==> config.mk <==
export PLATFORM = sky130hd
export DESIGN_NAME = imu_text_line_framer
export DESIGN_NICKNAME = d
export VERILOG_FILES = /design/src/hdl/itlf_pkg.sv /design/src/hdl/itlf_store.sv /design/src/hdl/itlf_reader.sv /design/src/hdl/imu_text_line_framer.sv
export SDC_FILE = /design/constraint.sdc
export NUM_CORES = 1
export LEC_CHECK = 0
export ABC_AREA = 0
export ABC_CLOCK_PERIOD_IN_PS = 3670
export BUFFER_PORTS_ARGS = -buffer_cell sky130_fd_sc_hd__buf_2
export CORE_MARGIN = 1
export CORE_UTILIZATION = 44
export CTS_BUF_LIST = sky130_fd_sc_hd__clkbuf_2 sky130_fd_sc_hd__clkbuf_4 sky130_fd_sc_hd__clkbuf_8
export DETAILED_ROUTE_END_ITERATION = 8
export GPL_TIMING_DRIVEN = 0
export PLACE_DENSITY = 0.56
export SYNTH_ARGS = -nofsm -noshare
export SYNTH_HDL_FRONTEND = slang
export SYNTH_SLANG_ARGS = --single-unit
export TNS_END_PERCENT = 100
==> constraint.sdc <==
create_clock -name clk_i -period 3.67 [get_ports clk_i]
set_input_delay 0.367 -clock clk_i [delete_from_list [all_inputs] [get_ports clk_i]]
set_output_delay 0.367 -clock clk_i [all_outputs]
set_load 0.01 [all_outputs]
==> src/hdl/itlf_pkg.sv <==
// Package for the sensor text line framer: character codes, default sizes and
// the result type passed from the readout sequencer to the top level.
// No dependencies.
package itlf_pkg;

  localparam int unsigned DefBufferDepth = 64;

  localparam logic [7:0] ChLf   = 8'h0A;
  localparam logic [7:0] ChCr   = 8'h0D;
  localparam logic [7:0] ChStar = 8'h2A;

  typedef struct packed {
    logic [7:0] line_byte;
    logic       line_empty;
    logic       not_forwarded;
    logic       last;
  } itlf_result_t;

endpackage

==> src/hdl/itlf_store.sv <==
// Line store: single-port-write, single-port-read synchronous memory with a
// registered read port. Depends on nothing beyond its parameters.
module itlf_store #(
  parameter int unsigned BUFFER_DEPTH = 64,
  localparam int unsigned Aw = $clog2(BUFFER_DEPTH)
) (
  input  logic          clk_i,
  input  logic          wr_en_i,
  input  logic [Aw-1:0] wr_addr_i,
  input  logic [7:0]    wr_data_i,
  input  logic          rd_en_i,
  input  logic [Aw-1:0] rd_addr_i,
  output logic [7:0]    rd_data_o
);

  logic [7:0] mem [BUFFER_DEPTH];
  logic [7:0] rd_data_q;

  always_ff @(posedge clk_i) begin
    if (wr_en_i) begin
      mem[wr_addr_i] <= wr_data_i;
    end
  end

  // The read data holds between reads, so a stalled evaluation sees it again.
  always_ff @(posedge clk_i) begin
    if (rd_en_i) begin
      rd_data_q <= mem[rd_addr_i];
    end
  end

  assign rd_data_o = rd_data_q;

endmodule

==> src/hdl/itlf_reader.sv <==
// Readout sequencer: walks the line store from position zero at a line end and
// drives the registered result stage. Depends on itlf_pkg.
module itlf_reader import itlf_pkg::*; #(
  parameter int unsigned BUFFER_DEPTH = 64,
  localparam int unsigned Aw = $clog2(BUFFER_DEPTH)
) (
  input  logic          clk_i,
  input  logic          rst_ni,
  input  logic          start_i,
  input  logic [Aw-1:0] len_i,
  input  logic          en_i,
  output logic          busy_o,
  output logic          rd_en_o,
  output logic [Aw-1:0] rd_addr_o,
  input  logic [7:0]    rd_data_i,
  output logic          out_valid_o,
  input  logic          out_stall_i,
  output itlf_result_t  out_res_o
);

  localparam logic [1:0] StIdle  = 2'd0;
  localparam logic [1:0] StIssue = 2'd1;
  localparam logic [1:0] StEval  = 2'd2;

  logic [1:0]    state_q, state_d;
  logic [Aw-1:0] idx_q, idx_d;
  logic [Aw-1:0] len_q, len_d;
  logic          en_q, en_d;
  logic [7:0]    pend_q, pend_d;
  logic          out_valid_q, out_valid_d;
  itlf_result_t  res_q, res_d;
  logic          out_free, is_end, emit;

  assign out_free = !out_valid_q || !out_stall_i;
  // The run stops at the write position or before the first zero byte.
  assign is_end   = (idx_q == len_q) || (rd_data_i == 8'h00);

  always_comb begin
    state_d = state_q;
    idx_d   = idx_q;
    len_d   = len_q;
    en_d    = en_q;
    pend_d  = pend_q;
    emit    = 1'b0;
    res_d   = res_q;
    rd_en_o = 1'b0;
    unique case (state_q)
      StIdle: begin
        if (start_i) begin
          idx_d   = '0;
          len_d   = len_i;
          en_d    = en_i;
          state_d = StIssue;
        end
      end
      StIssue: begin
        rd_en_o = 1'b1;
        state_d = StEval;
      end
      StEval: begin
        if (idx_q == '0) begin
          if (is_end || !en_q) begin
            if (out_free) begin
              emit    = 1'b1;
              res_d   = '{line_byte: 8'h00, line_empty: is_end,
                          not_forwarded: !en_q, last: 1'b1};
              state_d = StIdle;
            end
          end else begin
            pend_d  = rd_data_i;
            idx_d   = idx_q + Aw'(1);
            state_d = StIssue;
          end
        end else if (out_free) begin
          emit   = 1'b1;
          res_d  = '{line_byte: pend_q, line_empty: 1'b0,
                     not_forwarded: 1'b0, last: is_end};
          if (is_end) begin
            state_d = StIdle;
          end else begin
            pend_d  = rd_data_i;
            idx_d   = idx_q + Aw'(1);
            state_d = StIssue;
          end
        end
      end
      default: begin
        state_d = StIdle;
      end
    endcase
    out_valid_d = emit ? 1'b1 : (out_valid_q && out_stall_i);
  end

  always_ff @(posedge clk_i or negedge rst_ni) begin
    if (!rst_ni) begin
      state_q     <= StIdle;
      out_valid_q <= 1'b0;
    end else begin
      state_q     <= state_d;
      out_valid_q <= out_valid_d;
    end
  end

  always_ff @(posedge clk_i) begin
    idx_q  <= idx_d;
    len_q  <= len_d;
    en_q   <= en_d;
    pend_q <= pend_d;
    res_q  <= res_d;
  end

  assign busy_o      = (state_q != StIdle);
  assign rd_addr_o   = idx_q;
  assign out_valid_o = out_valid_q;
  assign out_res_o   = res_q;

endmodule

==> src/hdl/imu_text_line_framer.sv <==
// Top level of the sensor text line framer: write position, configuration
// register, line store and readout sequencer. Depends on itlf_pkg,
// itlf_store and itlf_reader.
//
//   channel  direction  handshake                payload
//   in       input      in_valid_i / in_stall_o   rx_byte_i
//   out      output     out_valid_o / out_stall_i line_byte_o, line_empty_o,
//                                                 not_forwarded_o, last_o
//   cfg      input      cfg_valid_i / cfg_ready_o cfg_measure_enable_i
//
// A byte other than a line feed is taken without starting a readout and gives no result.
// A line feed starts a readout that alternates a memory read and an
// evaluation for each stored byte, since the single read port of the line
// store is walked one entry at a time; an empty or report-only line gives
// a single result from the first evaluation.
// Input stays stalled during the readout and is taken again as soon as the
// final result sits in the output register. Output stalls freeze the walk.
// Reset clears the write position, the enable and the control state; the
// store itself is not cleared.
module imu_text_line_framer import itlf_pkg::*; #(
  parameter int unsigned BUFFER_DEPTH = DefBufferDepth
) (
  input  logic       clk_i,
  input  logic       rst_ni,
  input  logic       in_valid_i,
  output logic       in_stall_o,
  input  logic [7:0] rx_byte_i,
  output logic       out_valid_o,
  input  logic       out_stall_i,
  output logic [7:0] line_byte_o,
  output logic       line_empty_o,
  output logic       not_forwarded_o,
  output logic       last_o,
  input  logic       cfg_valid_i,
  output logic       cfg_ready_o,
  input  logic       cfg_measure_enable_i
);

  localparam int unsigned Aw = $clog2(BUFFER_DEPTH);

  logic [Aw-1:0] wpos_q, wpos_d;
  logic          meas_en_q;
  logic          in_xfer, busy, rd_en;
  logic [Aw-1:0] rd_addr;
  logic [7:0]    rd_data;
  itlf_result_t  res;

  assign in_xfer     = in_valid_i && !in_stall_o;
  assign in_stall_o  = busy;
  assign cfg_ready_o = 1'b1;

  // A restart or a line end returns to position zero, a carriage return
  // leaves the position alone, and every other byte advances it with wrap.
  always_comb begin
    wpos_d = wpos_q;
    if (in_xfer) begin
      if (rx_byte_i == ChLf || rx_byte_i == ChStar) begin
        wpos_d = '0;
      end else if (rx_byte_i != ChCr) begin
        wpos_d = (wpos_q == Aw'(BUFFER_DEPTH - 1)) ? '0 : wpos_q + Aw'(1);
      end
    end
  end

  always_ff @(posedge clk_i or negedge rst_ni) begin
    if (!rst_ni) begin
      wpos_q    <= '0;
      meas_en_q <= 1'b0;
    end else begin
      wpos_q <= wpos_d;
      if (cfg_valid_i && cfg_ready_o) begin
        meas_en_q <= cfg_measure_enable_i;
      end
    end
  end

  // Every accepted byte, the line feed included, lands at the write position.
  itlf_store #(
    .BUFFER_DEPTH(BUFFER_DEPTH)
  ) u_store (
    .clk_i    (clk_i),
    .wr_en_i  (in_xfer),
    .wr_addr_i(wpos_q),
    .wr_data_i(rx_byte_i),
    .rd_en_i  (rd_en),
    .rd_addr_i(rd_addr),
    .rd_data_o(rd_data)
  );

  // The readout covers positions below the write position held at the line
  // feed; writes cannot occur while it runs because input is stalled.
  itlf_reader #(
    .BUFFER_DEPTH(BUFFER_DEPTH)
  ) u_reader (
    .clk_i      (clk_i),
    .rst_ni     (rst_ni),
    .start_i    (in_xfer && (rx_byte_i == ChLf)),
    .len_i      (wpos_q),
    .en_i       (meas_en_q),
    .busy_o     (busy),
    .rd_en_o    (rd_en),
    .rd_addr_o  (rd_addr),
    .rd_data_i  (rd_data),
    .out_valid_o(out_valid_o),
    .out_stall_i(out_stall_i),
    .out_res_o  (res)
  );

  assign line_byte_o     = res.line_byte;
  assign line_empty_o    = res.line_empty;
  assign not_forwarded_o = res.not_forwarded;
  assign last_o          = res.last;

endmodule

==> run metrics <==
status completed; top cells by area, synth edfxtp_1, mux4_2, mux2i_1; antenna violations before repair 0; Slew @ Worst Pin 1.29 ns; register bit count reported by yosys 562; NumNets Final 1222; Avg Synthesized Cell Area 20.3 um2; cell taking the most area after synthesis edfxtp_1; share of layout cells above drive strength 1 25.4%; vias in the first global route 11.1k; Initial DRC Count 1007; total CTS buffers 92; worst hold path type input port to async pin; CTS sink count 562; GPL Wtd Cong 0.858; FF-to-FF Start u_reader.rd_addr_o[0]$_SDFFCE_PN0P_; final WL 52100 um; Routed wire per std cell 26.8 um; Routed Antenna Nets 0; sequential share of the synthesized area 76.8%; buffers plus inverters on the worst setup path 1; DP HPWL 33200 um; Die X 225 um; Starting Density 44.7%; worst hold slack 0.153 ns; relative slew slack 14.2%; clk_skew 0.0139 ns; worst path cell trace buf_2, nor4b_1, nand2_1, nor3_1, a31oi_1, nor2_1; critical path class input port to register; final setup vio count 0; Root Driver clkbuf_8; Yosys Warn Count 0; final core utilization 50.4%; Mapped Cells 1081; Worst setup SP type input port; IO Port Bufs 26; share of Yosys cell area claimed by the top area cell type 75.7%; simple-gate share of the synthesized area 3.87%; Compound-Gate Fraction of Synth Area 3.05%; CTS tree yes; Synthesized Nets 1098; EDFF count, synth 552; fin crit share 91.3%; Fmax 0.298 GHz; PD cells 541 nW/um2; row count 81; Tot GR Track Use 21.3%; Post-synth ARST share 1.78%; Die Y 225 um; io pins 28; mux cell area share after synthesis 13.8%; worst-path fanout max 65; vias per cell 5.63; slowest stage delay, CP 0.99 ns; Main synth FF type edfxtp_1; Min Clock Period, post-route 3.35 ns; clk slew on worst S/H paths 0.06 ns; main combinational cell family by area after synthesis multiplexers; Netlist cell types 50; commonest cells after routing, fill and taps aside edfxtp_1, mux4_2, clkbuf_8, nor2_1, mux2i_1; Synth Area in XOR/XNOR 0.480%; grt ovf 0; Placeable Area 49100 um2; Mapped Area 21900 um2; Arr. time, crit path 3.64 ns; adder-cell share of the synthesized area 0.171%; Vias 10.9k; Levels on crit path 6; total power 0.0134 W; first-pass GRT wire length 75900 um; CP required 3.96 ns; Worst setup EP type register; commonest non-fill, non-tap cell in the layout edfxtp_1; drt pass-1 iters 5; setup TNS 0 ns; CTS max path bufs 3; Fin. Hold Viols 0; Top delay family on crit path simple AND/OR/NAND/NOR gates; Skew-Pair Late Insertion Delay 0.66 ns; P_leak 7.76 nW; Die ar. 50700 um2; peak supply drop 0.000238 V; Remaining DRCs 0; Reg2Reg Depth 8; area growth from synthesis to layout 12.8%; Pins Over Slew Limit 0; Max Cap Violations 0; unrepaired setup endpoints after global routing false; # resized after CTS 0; CP startpoint rx_byte_i[3]; H-tree lvl count 3; Max stage delay cell, worst path nor3_1; largest net degree at the start of global routing 67; diode count 0
==> layout make-up <==
type | instances | area (um2)
Clock buffer | 124 | 1520
Sequential cell | 562 | 16800
Inverter | 5 | 18.8
Buffer | 61 | 370
Clock inverter | 44 | 278
Multi-Input combinational cell | 453 | 4690
Timing Repair Buffer | 30 | 180
Tap cell | 664 | 831
Fill cell | 4037 | 24300
==> through the flow <==
| stage | cell area [um2] | worst slack, ns | cells |
|---|---|---|---|
| floorplan | 21900 | 1.05 | 1081 |
| global placement | 22900 | -0.298 | 1771 |
| detailed placement | 22900 | -0.405 | 1771 |
| CTS | 24700 | 0.311 | 1943 |
| global route | 24700 | 0.0768 | 1943 |
| finish | 24700 | 0.320 | 1943 |
==> synthesized netlist by cell type, types with 2 or more instances <==
library cell and number:
a211oi_1 8, a21oi_1 11, a31oi_1 2, and2_1 9, and3_1 3, buf_1 4, buf_2 11, buf_4 11
buf_6 10, clkbuf_1 24, dfrtp_1 10, edfxtp_1 552, ha_1 3, inv_1 4, mux2_2 4, mux2i_1 43
mux4_1 3, mux4_2 110, nand2_1 29, nand3_1 7, nand3b_1 10, nand4_1 3, nor2_1 93, nor2b_1 4
nor4_1 10, o211a_1 6, o211ai_1 12, o21ai_0 6, o221ai_1 8, o22ai_1 36, or3_1 2, or3b_2 5
xnor2_1 3, xor2_1 9
==> cell families after synthesis <==
| logic type | Yosys count |
|---|---|
| xor gates and xnor gates | 12 |
| other | 1 |
| adders and majority gates | 3 |
| and+or+nand+nor | 181 |
| DFF | 562 |
| AOI/OAI and AO/OA | 96 |
| buffers and inverters | 66 |
| muxes | 160 |
==> path summary, 6_finish.rpt <==
kind	slack, ns	to
setup / recovery	0.32	u_reader.rd_addr_o[3]$_SDFFCE_PN0P_
hold / removal	0.15	wpos_q[5]$_DFFE_PN0P_
setup reg to reg	0.34	u_reader.out_res_o[0]$_SDFFCE_PP1P_
hold reg to reg	0.45	u_reader.pend_q[5]$_DFFE_PP_
max in group asynchronous	3.28	wpos_q[2]$_DFFE_PN0P_
min in group clk_i	0.32	u_store.mem[61][4]$_DFFE_PP_
==> where the power goes <==
part / internal (W) / switching [W]
Clock: 0.00290 / 0.00242
Combinational: 0.000177 / 0.000546
Sequential: 0.00727 / 0.0000650
Total: 0.0103 / 0.00303
==> worst reg2reg max path, stage by stage, from the launching register on <==
cell,delay (ns)
edfxtp_1,0.42
buf_6,0.17
buf_8,0.16
buf_6,0.19
xor2_1,0.18
nor4_1,0.51
a22oi_1,0.27
a31o_2,0.32
a21oi_1,0.71
==> flip-flops by register name, summed over array words and instances (netlist names), 2 cells and up <==
signal	count
u_reader.pend_q	8
u_store.rd_data_o	8
u_store.mem	512
u_reader.state_q	2
u_reader.out_res_o	11
u_reader.rd_addr_o	6
wpos_q	6
u_reader.len_q	6
==> per-layer routing <==
metal | share of wire (%) | up-vias | global-route usage [%]
li1 | - | 4714 | -
met1 | 44 | 5750 | 30.0
met2 | 47 | 402 | 32.9
met3 | 6.4 | 68 | 4.05
met4 | 2.8 | 0 | 8.29
met5 | 0 | - | 0
==> timing repair <==
action                                 4_1_cts  5_1_grt
hold buffers                                 4        0
endpoints found under the hold margin       13        0
buffers inserted                             0        0
Note: power is estimated with default switching activity, not from simulation.
